**config.mk**
```make
export PLATFORM = sky130hd
export DESIGN_NAME = yuv420_rotate_address_generator
export DESIGN_NICKNAME = d
export VERILOG_FILES = /design/src/hdl/yra_pkg.sv /design/src/hdl/yra_seq.sv /design/src/hdl/yra_ofs.sv /design/src/hdl/yuv420_rotate_address_generator.sv
export VERILOG_INCLUDE_DIRS = /design/src /design/src/hdl
export SDC_FILE = /design/constraint.sdc
export NUM_CORES = 2
export LEC_CHECK = 0
export ABC_AREA = 1
export BUFFER_PORTS_ARGS = -buffer_cell sky130_fd_sc_hd__buf_4
export CAP_MARGIN = 25
export CELL_PAD_IN_SITES_DETAIL_PLACEMENT = 0
export CELL_PAD_IN_SITES_GLOBAL_PLACEMENT = 2
export CORE_ASPECT_RATIO = 0.5
export CORE_MARGIN = 10
export CORE_UTILIZATION = 36
export CTS_CLUSTER_DIAMETER = 60
export DETAILED_ROUTE_END_ITERATION = 8
export PLACE_DENSITY = 0.77
export RECOVER_POWER = 100
export SLEW_MARGIN = 30
export SYNTH_ARGS = -nofsm -noshare
export SYNTH_HDL_FRONTEND = slang
export SYNTH_SLANG_ARGS = --single-unit
```
**constraint.sdc**
```tcl
create_clock -name clk -period 5.5 [get_ports clk]
set_input_delay 0.275 -clock clk [delete_from_list [all_inputs] [get_ports clk]]
set_output_delay 0.275 -clock clk [all_outputs]
set_load 0.02 [all_outputs]
```
**src/hdl/yuv420_rotate_address_generator_macros.svh**
```systemverilog
// Assertion helpers for the address generator sequencer module
`ifndef YUV420_ROTATE_ADDRESS_GENERATOR_MACROS_SVH
`define YUV420_ROTATE_ADDRESS_GENERATOR_MACROS_SVH

// Same-cycle implication, held off while reset is asserted
`define YRA_ASSERT_IMP(lbl, ck, rn, ante, cons, msg) \
  lbl: assert property (@(posedge ck) disable iff (!rn) (ante) |-> (cons)) \
    else $error(msg);

// Next-cycle implication, held off while reset is asserted
`define YRA_ASSERT_NXT(lbl, ck, rn, ante, cons, msg) \
  lbl: assert property (@(posedge ck) disable iff (!rn) (ante) |=> (cons)) \
    else $error(msg);

`endif

```
**src/hdl/yra_pkg.sv**
```systemverilog
package yra_pkg;

  // Frame dimension and offset widths
  localparam int DIM_BITS     = 13;
  localparam int OFS_BITS     = 26;
  localparam int CFG_IDX_BITS = 3;

  // Configuration register indexes
  localparam logic [CFG_IDX_BITS-1:0] CFG_LAYOUT   = 3'd0;
  localparam logic [CFG_IDX_BITS-1:0] CFG_ROTATION = 3'd1;
  localparam logic [CFG_IDX_BITS-1:0] CFG_CROP_W   = 3'd2;
  localparam logic [CFG_IDX_BITS-1:0] CFG_CROP_H   = 3'd3;
  localparam logic [CFG_IDX_BITS-1:0] CFG_STRIDE   = 3'd4;
  localparam logic [CFG_IDX_BITS-1:0] CFG_PITCH    = 3'd5;

  // Rotation codes
  localparam logic [1:0] ROT_90  = 2'd0;
  localparam logic [1:0] ROT_180 = 2'd1;
  localparam logic [1:0] ROT_270 = 2'd2;
  localparam logic [1:0] ROT_BAD = 2'd3;

  // Chroma layouts: the first planar code and everything above it is planar
  localparam logic [1:0] LAYOUT_NV12 = 2'd0;
  localparam logic [1:0] LAYOUT_YV12 = 2'd2;

  // Result status codes
  localparam logic [1:0] ST_OK     = 2'd0;
  localparam logic [1:0] ST_IDLE   = 2'd1;
  localparam logic [1:0] ST_BADROT = 2'd2;

  // Plane codes
  localparam logic PLANE_LUMA   = 1'b0;
  localparam logic PLANE_CHROMA = 1'b1;

  typedef struct packed {
    logic [1:0]          layout;
    logic [1:0]          rotation;
    logic [DIM_BITS-1:0] vis_width;
    logic [DIM_BITS-1:0] vis_height;
    logic [DIM_BITS-1:0] line_stride;
    logic [DIM_BITS-1:0] rotated_pitch;
  } yra_cfg_t;

  typedef struct packed {
    logic [DIM_BITS-1:0] olim;
    logic [DIM_BITS-1:0] ilim;
  } yra_lim_t;

  // Operands for the offset stage: src = s_fac * s_mul + s_add,
  // dst = d_fac * d_mul + d_add, all modulo 2^OFS_BITS
  typedef struct packed {
    logic [1:0]          status;
    logic                plane;
    logic                last;
    logic [OFS_BITS-1:0] s_fac;
    logic [DIM_BITS-1:0] s_mul;
    logic [OFS_BITS-1:0] s_add;
    logic [DIM_BITS-1:0] d_fac;
    logic [DIM_BITS-1:0] d_mul;
    logic [OFS_BITS-1:0] d_add;
  } yra_op_t;

  // Zero-extend a dimension to offset width
  function automatic logic [OFS_BITS-1:0] ofs_ext(input logic [DIM_BITS-1:0] v);
    return {{(OFS_BITS-DIM_BITS){1'b0}}, v};
  endfunction

  // Loop limits of one plane; crop sizes rounded down to even
  function automatic yra_lim_t loop_limits(input yra_cfg_t cfg, input logic chroma);
    logic [DIM_BITS-1:0] pw;
    logic [DIM_BITS-1:0] ph;
    yra_lim_t            lim;
    pw = {cfg.vis_width[DIM_BITS-1:1], 1'b0};
    ph = {cfg.vis_height[DIM_BITS-1:1], 1'b0};
    if (chroma) begin
      pw = pw >> 1;
      ph = ph >> 1;
    end
    if (cfg.rotation == ROT_180) begin
      lim.olim = ph;
      lim.ilim = pw;
    end else begin
      lim.olim = pw;
      lim.ilim = ph;
    end
    return lim;
  endfunction

endpackage

```
**src/hdl/yra_seq.sv**
```systemverilog
`include "yuv420_rotate_address_generator_macros.svh"

module yra_seq (
  input  logic              clk,
  input  logic              rst_n,
  input  yra_pkg::yra_cfg_t cfg,
  input  logic              in_valid,
  output logic              in_ready,
  input  logic              in_start_req,
  output logic              op_valid,
  input  logic              op_ready,
  output yra_pkg::yra_op_t  op
);
  import yra_pkg::*;

  logic                busy_r, busy_nxt;
  logic                phase_r, phase_nxt;
  logic [DIM_BITS-1:0] outer_r, outer_nxt;
  logic [DIM_BITS-1:0] inner_r, inner_nxt;
  logic                op_valid_r, op_valid_nxt;
  yra_op_t             op_r, op_nxt;

  logic                in_acc;
  yra_lim_t            lim_luma, lim_chroma, lim_cur;
  logic                cur_busy, cur_phase;
  logic [DIM_BITS-1:0] cur_o, cur_n;
  logic [DIM_BITS:0]   o_inc, n_inc;
  logic                planar;
  logic [DIM_BITS-1:0] pw, ph, phc, cs, pwc, uva_base, uva;
  logic [OFS_BITS-1:0] o_x, n_x, o1_u, n1_u;

  // Shorthands for the checks at the end
  logic                bad_hit, bad_done, last_hit, last_done, op_not_ok, op_blank;

  assign in_acc   = in_valid && in_ready;
  assign in_ready = !op_valid_r || op_ready;
  assign op_valid = op_valid_r;
  assign op       = op_r;

  assign lim_luma   = loop_limits(cfg, PLANE_LUMA);
  assign lim_chroma = loop_limits(cfg, PLANE_CHROMA);

  // Geometry shared by the operand selection
  assign planar   = cfg.layout >= LAYOUT_YV12;
  assign pw       = {cfg.vis_width[DIM_BITS-1:1], 1'b0};
  assign ph       = {cfg.vis_height[DIM_BITS-1:1], 1'b0};
  assign phc      = ph >> 1;
  assign cs       = planar ? (cfg.line_stride >> 1) : cfg.line_stride;
  assign pwc      = planar ? (pw >> 1) : pw;
  assign uva_base = (cfg.rotation == ROT_180) ? cfg.line_stride : cfg.rotated_pitch;
  assign uva      = planar ? (uva_base >> 1) : uva_base;

  // Step the transfer and form the operands of the copy it emits
  always_comb begin
    busy_nxt  = busy_r;
    phase_nxt = phase_r;
    outer_nxt = outer_r;
    inner_nxt = inner_r;
    cur_busy  = busy_r;
    cur_phase = phase_r;
    cur_o     = outer_r;
    cur_n     = inner_r;
    op_nxt        = '0;
    op_nxt.status = ST_IDLE;

    if (cfg.rotation == ROT_BAD && (in_start_req || busy_r)) begin
      op_nxt.status = ST_BADROT;
      busy_nxt      = 1'b0;
      cur_busy      = 1'b0;
    end else if (in_start_req) begin
      cur_phase = PLANE_LUMA;
      cur_o     = '0;
      cur_n     = '0;
      cur_busy  = (lim_luma.olim != '0) && (lim_luma.ilim != '0);
    end

    lim_cur = cur_phase ? lim_chroma : lim_luma;
    o_inc   = {1'b0, cur_o} + 1'b1;
    n_inc   = {1'b0, cur_n} + 1'b1;
    o_x     = ofs_ext(cur_o);
    n_x     = ofs_ext(cur_n);
    o1_u    = planar ? (o_x + OFS_BITS'(1)) : ((o_x + OFS_BITS'(1)) << 1);
    n1_u    = planar ? (n_x + OFS_BITS'(1)) : ((n_x + OFS_BITS'(1)) << 1);

    if (cur_busy) begin
      op_nxt.status = ST_OK;
      op_nxt.plane  = cur_phase;
      op_nxt.d_fac  = cur_o;
      busy_nxt      = 1'b1;
      phase_nxt     = cur_phase;
      outer_nxt     = cur_o;

      // Operands per plane and rotation
      if (cur_phase == PLANE_LUMA) begin
        op_nxt.s_mul = cfg.line_stride;
        op_nxt.d_add = n_x;
        op_nxt.d_mul = (cfg.rotation == ROT_180) ? cfg.line_stride : cfg.rotated_pitch;
        case (cfg.rotation)
          ROT_90: begin
            op_nxt.s_fac = n_x;
            op_nxt.s_add = ofs_ext(pw) - OFS_BITS'(1) - o_x;
          end
          ROT_180: begin
            op_nxt.s_fac = ofs_ext(ph) - OFS_BITS'(1) - o_x;
            op_nxt.s_add = ofs_ext(pw) - OFS_BITS'(1) - n_x;
          end
          default: begin
            op_nxt.s_fac = ofs_ext(ph) - OFS_BITS'(1) - n_x;
            op_nxt.s_add = o_x;
          end
        endcase
      end else begin
        op_nxt.s_mul = cs;
        op_nxt.d_mul = uva;
        op_nxt.d_add = planar ? n_x : (n_x << 1);
        case (cfg.rotation)
          ROT_90: begin
            op_nxt.s_fac = n_x;
            op_nxt.s_add = ofs_ext(pwc) - o1_u;
          end
          ROT_180: begin
            op_nxt.s_fac = ofs_ext(phc) - OFS_BITS'(1) - o_x;
            op_nxt.s_add = ofs_ext(pwc) - n1_u;
          end
          default: begin
            op_nxt.s_fac = ofs_ext(phc) - OFS_BITS'(1) - n_x;
            op_nxt.s_add = planar ? o_x : (o_x << 1);
          end
        endcase
      end

      // Advance the counters to the next copy
      if (n_inc < {1'b0, lim_cur.ilim}) begin
        inner_nxt = n_inc[DIM_BITS-1:0];
      end else begin
        inner_nxt = '0;
        if (o_inc < {1'b0, lim_cur.olim}) begin
          outer_nxt = o_inc[DIM_BITS-1:0];
        end else begin
          outer_nxt = '0;
          if (cur_phase == PLANE_LUMA && lim_chroma.olim != '0 && lim_chroma.ilim != '0) begin
            phase_nxt = PLANE_CHROMA;
          end else begin
            busy_nxt    = 1'b0;
            phase_nxt   = PLANE_LUMA;
            op_nxt.last = 1'b1;
          end
        end
      end
    end else if (in_start_req && op_nxt.status != ST_BADROT) begin
      // Empty frame: restart clears the counters and stays idle
      busy_nxt  = 1'b0;
      phase_nxt = PLANE_LUMA;
      outer_nxt = '0;
      inner_nxt = '0;
    end
  end

  // Hold the operand register until the offset stage takes it
  always_comb begin
    if (in_acc) begin
      op_valid_nxt = 1'b1;
    end else if (op_ready) begin
      op_valid_nxt = 1'b0;
    end else begin
      op_valid_nxt = op_valid_r;
    end
  end

  always_ff @(posedge clk) begin
    if (!rst_n) begin
      busy_r     <= 1'b0;
      phase_r    <= PLANE_LUMA;
      outer_r    <= '0;
      inner_r    <= '0;
      op_valid_r <= 1'b0;
    end else begin
      op_valid_r <= op_valid_nxt;
      if (in_acc) begin
        busy_r  <= busy_nxt;
        phase_r <= phase_nxt;
        outer_r <= outer_nxt;
        inner_r <= inner_nxt;
      end
    end
  end

  always_ff @(posedge clk) begin
    if (in_acc) begin
      op_r <= op_nxt;
    end
  end

  // A bad rotation only reports on a start or while a frame is running
  assign bad_hit   = in_acc && cfg.rotation == ROT_BAD && (in_start_req || busy_r);
  assign bad_done  = op_valid_r && op_r.status == ST_BADROT && !busy_r;
  assign last_hit  = in_acc && op_nxt.last;
  assign last_done = !busy_r && phase_r == PLANE_LUMA && op_r.status == ST_OK;
  assign op_not_ok = op_valid_r && op_r.status != ST_OK;
  assign op_blank  = op_r.s_fac == '0 && op_r.d_fac == '0 && op_r.s_add == '0 &&
                     op_r.d_add == '0 && !op_r.last && !op_r.plane;

  `YRA_ASSERT_NXT(a_bad_rot_stops, clk, rst_n, bad_hit, bad_done, "bad rotation left it busy")
  `YRA_ASSERT_NXT(a_last_ends_frame, clk, rst_n, last_hit, last_done, "final copy left it busy")
  `YRA_ASSERT_IMP(a_blank_non_ok, clk, rst_n, op_not_ok, op_blank, "non-ok request has operands")

endmodule

```
**src/hdl/yra_ofs.sv**
```systemverilog
module yra_ofs (
  input  logic                              clk,
  input  logic                              rst_n,
  input  logic                              op_valid,
  output logic                              op_ready,
  input  yra_pkg::yra_op_t                  op,
  output logic                              out_valid,
  input  logic                              out_ready,
  output logic [1:0]                        out_status,
  output logic                              out_plane,
  output logic [yra_pkg::OFS_BITS-1:0]      out_src_offset,
  output logic [yra_pkg::OFS_BITS-1:0]      out_dst_offset,
  output logic                              out_last
);
  import yra_pkg::*;

  logic                         out_valid_r, out_valid_nxt;
  logic [1:0]                   status_r;
  logic                         plane_r, last_r;
  logic [OFS_BITS-1:0]          src_r, src_nxt;
  logic [OFS_BITS-1:0]          dst_r, dst_nxt;
  logic [OFS_BITS+DIM_BITS-1:0] s_prod;
  logic [2*DIM_BITS-1:0]        d_prod;
  logic                         op_take;

  assign op_ready = !out_valid_r || out_ready;
  assign op_take  = op_valid && op_ready;

  // Multiply and add, wrapping at offset width
  assign s_prod  = op.s_fac * op.s_mul;
  assign d_prod  = op.d_fac * op.d_mul;
  assign src_nxt = s_prod[OFS_BITS-1:0] + op.s_add;
  assign dst_nxt = OFS_BITS'(d_prod) + op.d_add;

  // Hold the result until the receiver takes it
  always_comb begin
    if (op_take) begin
      out_valid_nxt = 1'b1;
    end else if (out_ready) begin
      out_valid_nxt = 1'b0;
    end else begin
      out_valid_nxt = out_valid_r;
    end
  end

  always_ff @(posedge clk) begin
    if (!rst_n) begin
      out_valid_r <= 1'b0;
    end else begin
      out_valid_r <= out_valid_nxt;
    end
  end

  always_ff @(posedge clk) begin
    if (op_take) begin
      status_r <= op.status;
      plane_r  <= op.plane;
      last_r   <= op.last;
      src_r    <= src_nxt;
      dst_r    <= dst_nxt;
    end
  end

  assign out_valid      = out_valid_r;
  assign out_status     = status_r;
  assign out_plane      = plane_r;
  assign out_src_offset = src_r;
  assign out_dst_offset = dst_r;
  assign out_last       = last_r;

endmodule

```
**src/hdl/yuv420_rotate_address_generator.sv**
```systemverilog
// Source/destination offset generator for rotating a 4:2:0 frame.
// Configuration: cfg_valid/cfg_ready with cfg_index and cfg_data; cfg_ready
// is always high and a register takes cfg_data at the accepting edge.
// Write registers only while no request is in flight.
// Request channel: in_valid/in_ready with in_start_req. A request with
// in_start_req high restarts the frame at its first copy; a low one
// advances by one copy. Every request yields exactly one result.
// Result channel: out_valid/out_ready with status, plane, both offsets and
// last (high on the final copy of the frame).
// Pipeline: the sequencer register loads at the accepting edge, and the
// multiply-add result register loads when the offset stage takes the
// operands; out_valid rises with that result register.
// Throughput: one request per cycle while out_ready is high.
// Reset: configuration and sequencer state clear to zero, no request or
// result is held, and the generator is idle.
// Stall: when out_ready is low the result holds, the sequencer stage fills,
// and in_ready falls; nothing is dropped and no state advances.
module yuv420_rotate_address_generator (
  input  logic                                clk,
  input  logic                                rst_n,
  input  logic                                cfg_valid,
  output logic                                cfg_ready,
  input  logic [yra_pkg::CFG_IDX_BITS-1:0]    cfg_index,
  input  logic [yra_pkg::DIM_BITS-1:0]        cfg_data,
  input  logic                                in_valid,
  output logic                                in_ready,
  input  logic                                in_start_req,
  output logic                                out_valid,
  input  logic                                out_ready,
  output logic [1:0]                          out_status,
  output logic                                out_plane,
  output logic [yra_pkg::OFS_BITS-1:0]        out_src_offset,
  output logic [yra_pkg::OFS_BITS-1:0]        out_dst_offset,
  output logic                                out_last
);
  import yra_pkg::*;

  yra_cfg_t cfg_r, cfg_nxt;
  yra_op_t  op;
  logic     op_valid, op_ready;

  assign cfg_ready = 1'b1;

  // Decode register writes; unknown indexes drop
  always_comb begin
    cfg_nxt = cfg_r;
    if (cfg_valid && cfg_ready) begin
      case (cfg_index)
        CFG_LAYOUT:   cfg_nxt.layout        = cfg_data[1:0];
        CFG_ROTATION: cfg_nxt.rotation      = cfg_data[1:0];
        CFG_CROP_W:   cfg_nxt.vis_width     = cfg_data;
        CFG_CROP_H:   cfg_nxt.vis_height    = cfg_data;
        CFG_STRIDE:   cfg_nxt.line_stride   = cfg_data;
        CFG_PITCH:    cfg_nxt.rotated_pitch = cfg_data;
        default:      cfg_nxt = cfg_r;
      endcase
    end
  end

  always_ff @(posedge clk) begin
    if (!rst_n) begin
      cfg_r <= '0;
    end else begin
      cfg_r <= cfg_nxt;
    end
  end

  yra_seq u_seq (
    .clk          (clk),
    .rst_n        (rst_n),
    .cfg          (cfg_r),
    .in_valid     (in_valid),
    .in_ready     (in_ready),
    .in_start_req (in_start_req),
    .op_valid     (op_valid),
    .op_ready     (op_ready),
    .op           (op)
  );

  yra_ofs u_ofs (
    .clk            (clk),
    .rst_n          (rst_n),
    .op_valid       (op_valid),
    .op_ready       (op_ready),
    .op             (op),
    .out_valid      (out_valid),
    .out_ready      (out_ready),
    .out_status     (out_status),
    .out_plane      (out_plane),
    .out_src_offset (out_src_offset),
    .out_dst_offset (out_dst_offset),
    .out_last       (out_last)
  );

endmodule

```
# ---- Word-level counts from Yosys, hierarchy flattened
# Cells that the tools add are included.
dict set report word_totals {
  regBits 263
  out_inout_bits 59
  wordCells 140
}
dict set report classes {
  addsub 17
  n_mul 2
  magnitude_cmp 3
  n_eq_ne 8
  mux 47
  n_bitwise 2
  reduce_logical 33
}
# cell n
set ops {}
lappend ops {{26-bit case mux with 2 select lines} 4}
lappend ops {{13-bit 2-to-1 mux} 14}
lappend ops {{26-bit by 13-bit subtractor with 26-bit output} 6}
lappend ops {{26-bit 2-to-1 mux} 4}
lappend ops {{65-bit 2-to-1 mux} 1}
lappend ops {{13-bit by 1-bit adder with 14-bit output, second input constant} 4}
lappend ops {{26-bit adder} 2}
lappend ops {{13-bit nonzero test} 4}
lappend ops {{13-bit by 26-bit subtractor with 26-bit output} 2}
lappend ops {{39-bit 2-to-1 mux} 1}
lappend ops {{14-bit by 13-bit less-than comparator with 1-bit output} 2}
lappend ops {{14-bit 2-to-1 mux} 2}
lappend ops {{13-bit by 1-bit subtractor with 14-bit output, second input constant} 2}
lappend ops {{13-bit by 13-bit multiplier with 26-bit output} 1}
lappend ops {{26-bit by 13-bit multiplier with 26-bit output} 1}
lappend ops {{25-bit 2-to-1 mux} 1}
lappend ops {{1-bit 2-to-1 mux} 19}
lappend ops {{2-bit AND reduction} 9}
lappend ops {{12-bit by 1-bit subtractor with 13-bit output, second input constant} 1}
lappend ops {{1-bit logical AND} 7}
lappend ops {{3-bit by 2-bit equality test with 1-bit output, second input constant} 2}
lappend ops {{3-bit equality test, second input constant} 2}
lappend ops {{2-bit nonzero test} 3}
lappend ops {{3-bit OR reduction} 2}
lappend ops {{other kinds (12)} 16}

# ---- Logic depth before layout (Yosys ltp)
dict set report logic_depth {
  ltp_word 10
  mapped_depth 30
}

# ---- Modules after synthesis
# A second synthesis with hierarchy kept.
dict set report unflattened {
  hier_cells 4716
  hier_area_um2 33771.1
}
# mod instances cells_per_inst area_each_um2
set by_module_without_submodules {}
lappend by_module_without_submodules {yra_ofs 1 2194 17265.3}
lappend by_module_without_submodules {yra_seq 1 2186 14193.6}
lappend by_module_without_submodules {yuv420_rotate_address_generator 1 336 2312.2}

# ---- Worst setup path before layout
# No wires, ideal clock.
dict set report synth_path {
  path_kind {flip-flop to flip-flop}
  startpoint {register u_seq.op_r, in the netlist u_seq.op[79]}
  endpoint {register u_ofs.src_r[15] (netlist: u_ofs.out_src_offset[15]) (data pin)}
  setup_ns 0.265
  t_arrival_ns 5.480
  t_required_ns 5.235
  slack_ns -0.245
  stages_incl_launch_ff 25
  period_less_slack_ns 5.745
  path_cell_list {edfxtp_1 -> clkbuf_1 -> clkbuf_1 -> nand2_1 -> inv_1 -> fa_1 -> inv_1 -> fa_1 -> inv_1 -> fa_1 -> inv_1 -> fa_1 -> inv_1 -> fa_1 -> inv_1 -> fa_1 -> inv_1 -> ha_1 -> a21o_1 -> a21oi_1 -> nand2_1 -> a31o_2 -> a21boi_0 -> o21ai_0 -> xor2_1}
}
dict set report synth_via {
  elab_chain_cells 2
}
# item line_no
set synth_lines {}
lappend synth_lines {{start: declaration} yra_seq.sv:21} ;# yra_op_t op_r, op_nxt;
lappend synth_lines {{start signal: assignment} yra_seq.sv:190} ;# op_r <= op_nxt;
lappend synth_lines {{26-bit by 13-bit multiplier with 26-bit output} yra_ofs.sv:30} ;# assign s_prod = op.s_fac * op.s_mul;
lappend synth_lines {{26-bit adder} yra_ofs.sv:32} ;# assign src_nxt = s_prod[OFS_BITS-1:0] + op.s_add;
lappend synth_lines {{net u_ofs.src_nxt[15]} yra_ofs.sv:20} ;# logic [OFS_BITS-1:0] src_r, src_nxt;
lappend synth_lines {{end signal: assignment} yra_ofs.sv:59} ;# src_r <= src_nxt;
lappend synth_lines {{end: declaration} yra_ofs.sv:20}
# The timed path passes the listed nets, and every way through them passes these cells.
# A chain may end at the register's enable or synchronous reset.

# ---- Worst setup path after layout
dict set report layout_path {
  startpoint {register u_seq.op_r, in the netlist u_seq.op[90]}
  endpoint {register u_ofs.src_r[23] (netlist: u_ofs.out_src_offset[23]) (data pin)}
}
# The elaborated chain is that of the path after synthesis.

==> impl_results.md <==
- Crit path DAT: 5.91 ns
- Routed vias/inst: 4.92
- Leak Pwr: between 0.015 and 0.02 uW
- Synth top area share: between 20% and 30%
- Post-synthesis cell type count: slightly below 60
- Num Clock Sinks: between 200 and 250
- Worst vdd ir: 0.000325 V
- Die Wd: ~430 um
- Slowest Stage Delay on Critical Path: 0.58 ns
- Antenna violations before repair: 7
- RSZ-0062 raised after global routing: yes
- Warning count from the yosys run: 0
- Main synth FF type: edfxtp_1
- WL per Instance: just under 20 um
- Power Total: 14900 uW
- FFs w/ async S/R, synth: 0%
- Core area: slightly above 0.08 mm2
- PwrDens: roughly 420 mW/mm2
- Via count: 25882
- Syn nets: between 4000 and 5000
- GRT overflow: 0
- Crit path required time: ~5.8 ns
- HPWL after DPL: just over 80000 um
- Vias in the first global route: 25770
- Buffers added on ports: between 70 and 80
- Avg Cell Area, Syn: approximately 7.8 um2
- Worst slew pin tran: roughly 3.6 ns
- Max Buffers Root-to-Sink: 3
- Detail Route Antenna Nets: 0
- Io pins: roughly 80
- Clk Latency, worst-skew pair: approximately 0.6 ns
- Setup WS pre-CTS: -0.345 ns
- Kind of critical path: reg2reg
- Fin crit period: 5.57 ns
- CP Cell Sequence: buf_6, buf_6, nand2_4, inv_2, fa_1, fa_1, fa_1, fa_1, fa_1, inv_2, fa_1, inv_2, ha_4, nand4_1, nor3_4, nand4_1, nand3_2, nand3_2, nand2_4, nand3_2, nand2_2, xor2_1
- Pin count of the biggest net entering global routing: 110
- Status: finished with violations
- Max Fanout on Critical Path: 5
- DR DRC count: 0
- DRT iter0 DRCs: 1881
- Layout Cell Area excl Fill: around 0.036 mm2
- Slew Limit Fails: between 200 and 300
- DRT Wirelength: just over 100000 um
- Max Cap Violations: 4
- Max frequency: around 180 MHz
- Mapped Area: roughly 0.030 mm2
- Register bit total from synthesis: 248
- Slack of the critical path: -0.0695 ns
- Worst Hold Class: in2reg
- CTS tree: built
- Gpl congestion: about 0.9
- Skew final: 0.0273 ns
- Tot GR Track Use: a little over a fifth
- Starting density of the core: around 37%
- Synth top area cells: fa_1 23%, edfxtp_1 17%, nand2_1 11%
- Rel. slew slack: -137%
- Nets: ~4700
- Register area share after synthesis: between 20 and 25%
- Final hold vios: 0
- Count of standard-cell rows: 74
- CTS root buf: clkbuf_16
- Startpoint Class: flip-flop
- Htree depth: 2
- CP endpoint kind: flip-flop
- Cell mode on critical path: fa_1
- DRT Pass-1 Iters: 6
- Failing checks: max-capacitance violations, max-slew violations, negative setup slack
- Final setup viols: 4
- First-pass GRT wire length: 156000 um
- Post-Syn Instances: between 3000 and 4000
- Die extent in y: roughly 220 um
- Clock transition at path regs: ~0.060 ns
- CTS buffer count: 34
- Slowest cell on crit path: fa_1
- Die ar.: around 0.096 mm2
- Final cycle utilization of the critical path: 101%
- EDFF count, synth: around 170
- Cell type with the largest total area after synthesis: fa_1
- Layout cell share with drive strength beyond 1: 15.6%
- Synth-to-Final Area Change: 19.2%
- Cell Area, Placed: about 0.033 mm2
worst paths after layout:
path	startpoint	to	slack, ns	cells past startpoint
worst max-delay path	u_seq.op[90]	u_ofs.out_src_offset[23]	-0.07	22
worst min-delay path	cfg_data[6]	cfg_r[6]	0.04	3
worst max register to register	u_seq.op[90]	u_ofs.out_src_offset[23]	-0.07	22
worst min register to register	u_seq.op[118]	u_ofs.out_plane	0.42	0
cells in the final DEF, fill, tap and decap left out, types with 11 or more instances in the layout:
cell type / n
fa_2: 14
clkbuf_16: 35
edfxtp_1: 165
o211ai_1: 11
buf_4: 247
clkbuf_1: 74
inv_2: 46
a21oi_2: 31
dlygate4sd3_1: 11
a211oi_1: 15
a31oi_1: 14
dfxtp_1: 82
nand4_1: 24
ha_1: 196
nor2_2: 23
fa_1: 331
nor3_1: 27
inv_1: 756
o21ai_1: 18
nand3_1: 86
o21ai_0: 244
nand2_2: 49
a21o_1: 12
nor2_1: 219
nand2_1: 880
ha_4: 28
xnor2_1: 29
a21oi_1: 197
xor2_1: 78
nand3_2: 15
buf_6: 48
per-layer routing:
layer | share of wire [%] | vias up | track usage (%)
met1 | 48 | 12592 | 30.1
met2 | 42 | 659 | 31.3
li1 | - | 12522 | -
met4 | 2.2 | 0 | 4.86
met5 | 0 | - | 0
met3 | 7.9 | 109 | 4.94
report_power, final:
part | total, uW | switching (uW) | internal (uW)
sequential | 2700 | 143 | 2560
clock | 2300 | 999 | 1300
combinational | 9930 | 5440 | 4490
total | 14900 | 6580 | 8350
cell families (layout without fill, tap and decap cells):
family | count (synthesis) | in the layout | share of synthesized area (%)
compound gates | 587 | 587 | 10.6
xor+xnor | 114 | 114 | 3.38
fa+ha+maj | 569 | 569 | 32.3
buf+inv | 969 | 1265 | 12.5
flops | 248 | 248 | 22.0
mux | 13 | 13 | 0.463
other cells | 1 | 2 | 0.0125
simple gates | 1361 | 1361 | 18.7
worst max-delay path: cells and delay by family, from the launching register on:
family	cells	cell delay, ns
fa+ha+maj	7	3.27
simple gates	9	1.12
flops	1	0.47
buf+inv	5	0.40
xor+xnor	1	0.06
metrics by stage:
| step | std cells | setup TNS [ns] | hold WS [ns] | utilization [%] |
|---|---|---|---|---|
| 3_3_place_gp | 5116 | -2.39 | 0.408 | 40.4 |
| 4_1_cts | 5227 | -0.0771 | 0.00247 | 42.8 |
| 5_1_grt | 5260 | -4.56 | 0.0129 | 43.6 |
| 3_5_place_dp | 5116 | -3.00 | 0.405 | 40.4 |
| 6_report | 5261 | -0.205 | 0.0421 | 43.6 |
| 2_1_floorplan | 3862 | 0 | 0.400 | - |
what timing repair did:
action                                 in CTS  in global routing
setup buffers                              39                 38
setup endpoints to repair                  21                 27
gates resized for setup                    89                197
endpoints found under the hold margin      17                  0
pin swaps                                  50                149
hold buffers                               11                  0
gates cloned                                1                  2
flip-flops by register name, summed over array words and instances (netlist names):
register and flops:
u_ofs.out_src_offset 26, u_ofs.out_dst_offset 26, u_seq.phase_r 1, u_seq.outer_r 13
u_seq.busy_r 1, u_seq.inner_r 13, u_seq.op 109, cfg_r 53
u_ofs.out_last 1, u_seq.op_valid 1, u_ofs.out_valid 1, u_ofs.out_status 2
u_ofs.out_plane 1
synth_stat cells, types with 5 or more instances:
library cell,instances
o211ai_1,11
nand3_1,96
xor2_1,81
nor2_2,18
xnor2_1,31
ha_1,224
clkbuf_1,125
a21oi_1,224
nand4_1,24
o22ai_1,5
mux2i_1,6
mux2_2,7
edfxtp_1,165
a21o_1,12
nor3_1,31
buf_6,8
fa_1,345
nand2_1,918
a211oi_1,15
nand3_2,7
nor2_1,226
a31oi_1,15
buf_1,5
o21ai_1,10
a21oi_2,10
or2_2,7
buf_2,21
nand2_2,18
inv_1,800
dfxtp_1,83
o21bai_1,10
o21ai_0,256
final cells by class:
class | instances | area [um2]
Antenna cell | 1 | 2.50
Clock buffer | 39 | 900
Clock inverter | 21 | 243
Fill cell | 8416 | 46300
Inverter | 807 | 3040
Multi-Input combinational cell | 2645 | 20600
Sequential cell | 248 | 6620
Tap cell | 1102 | 1380
Timing Repair Buffer | 398 | 3040
No activity file was read; power rests on OpenSTA's default activity.
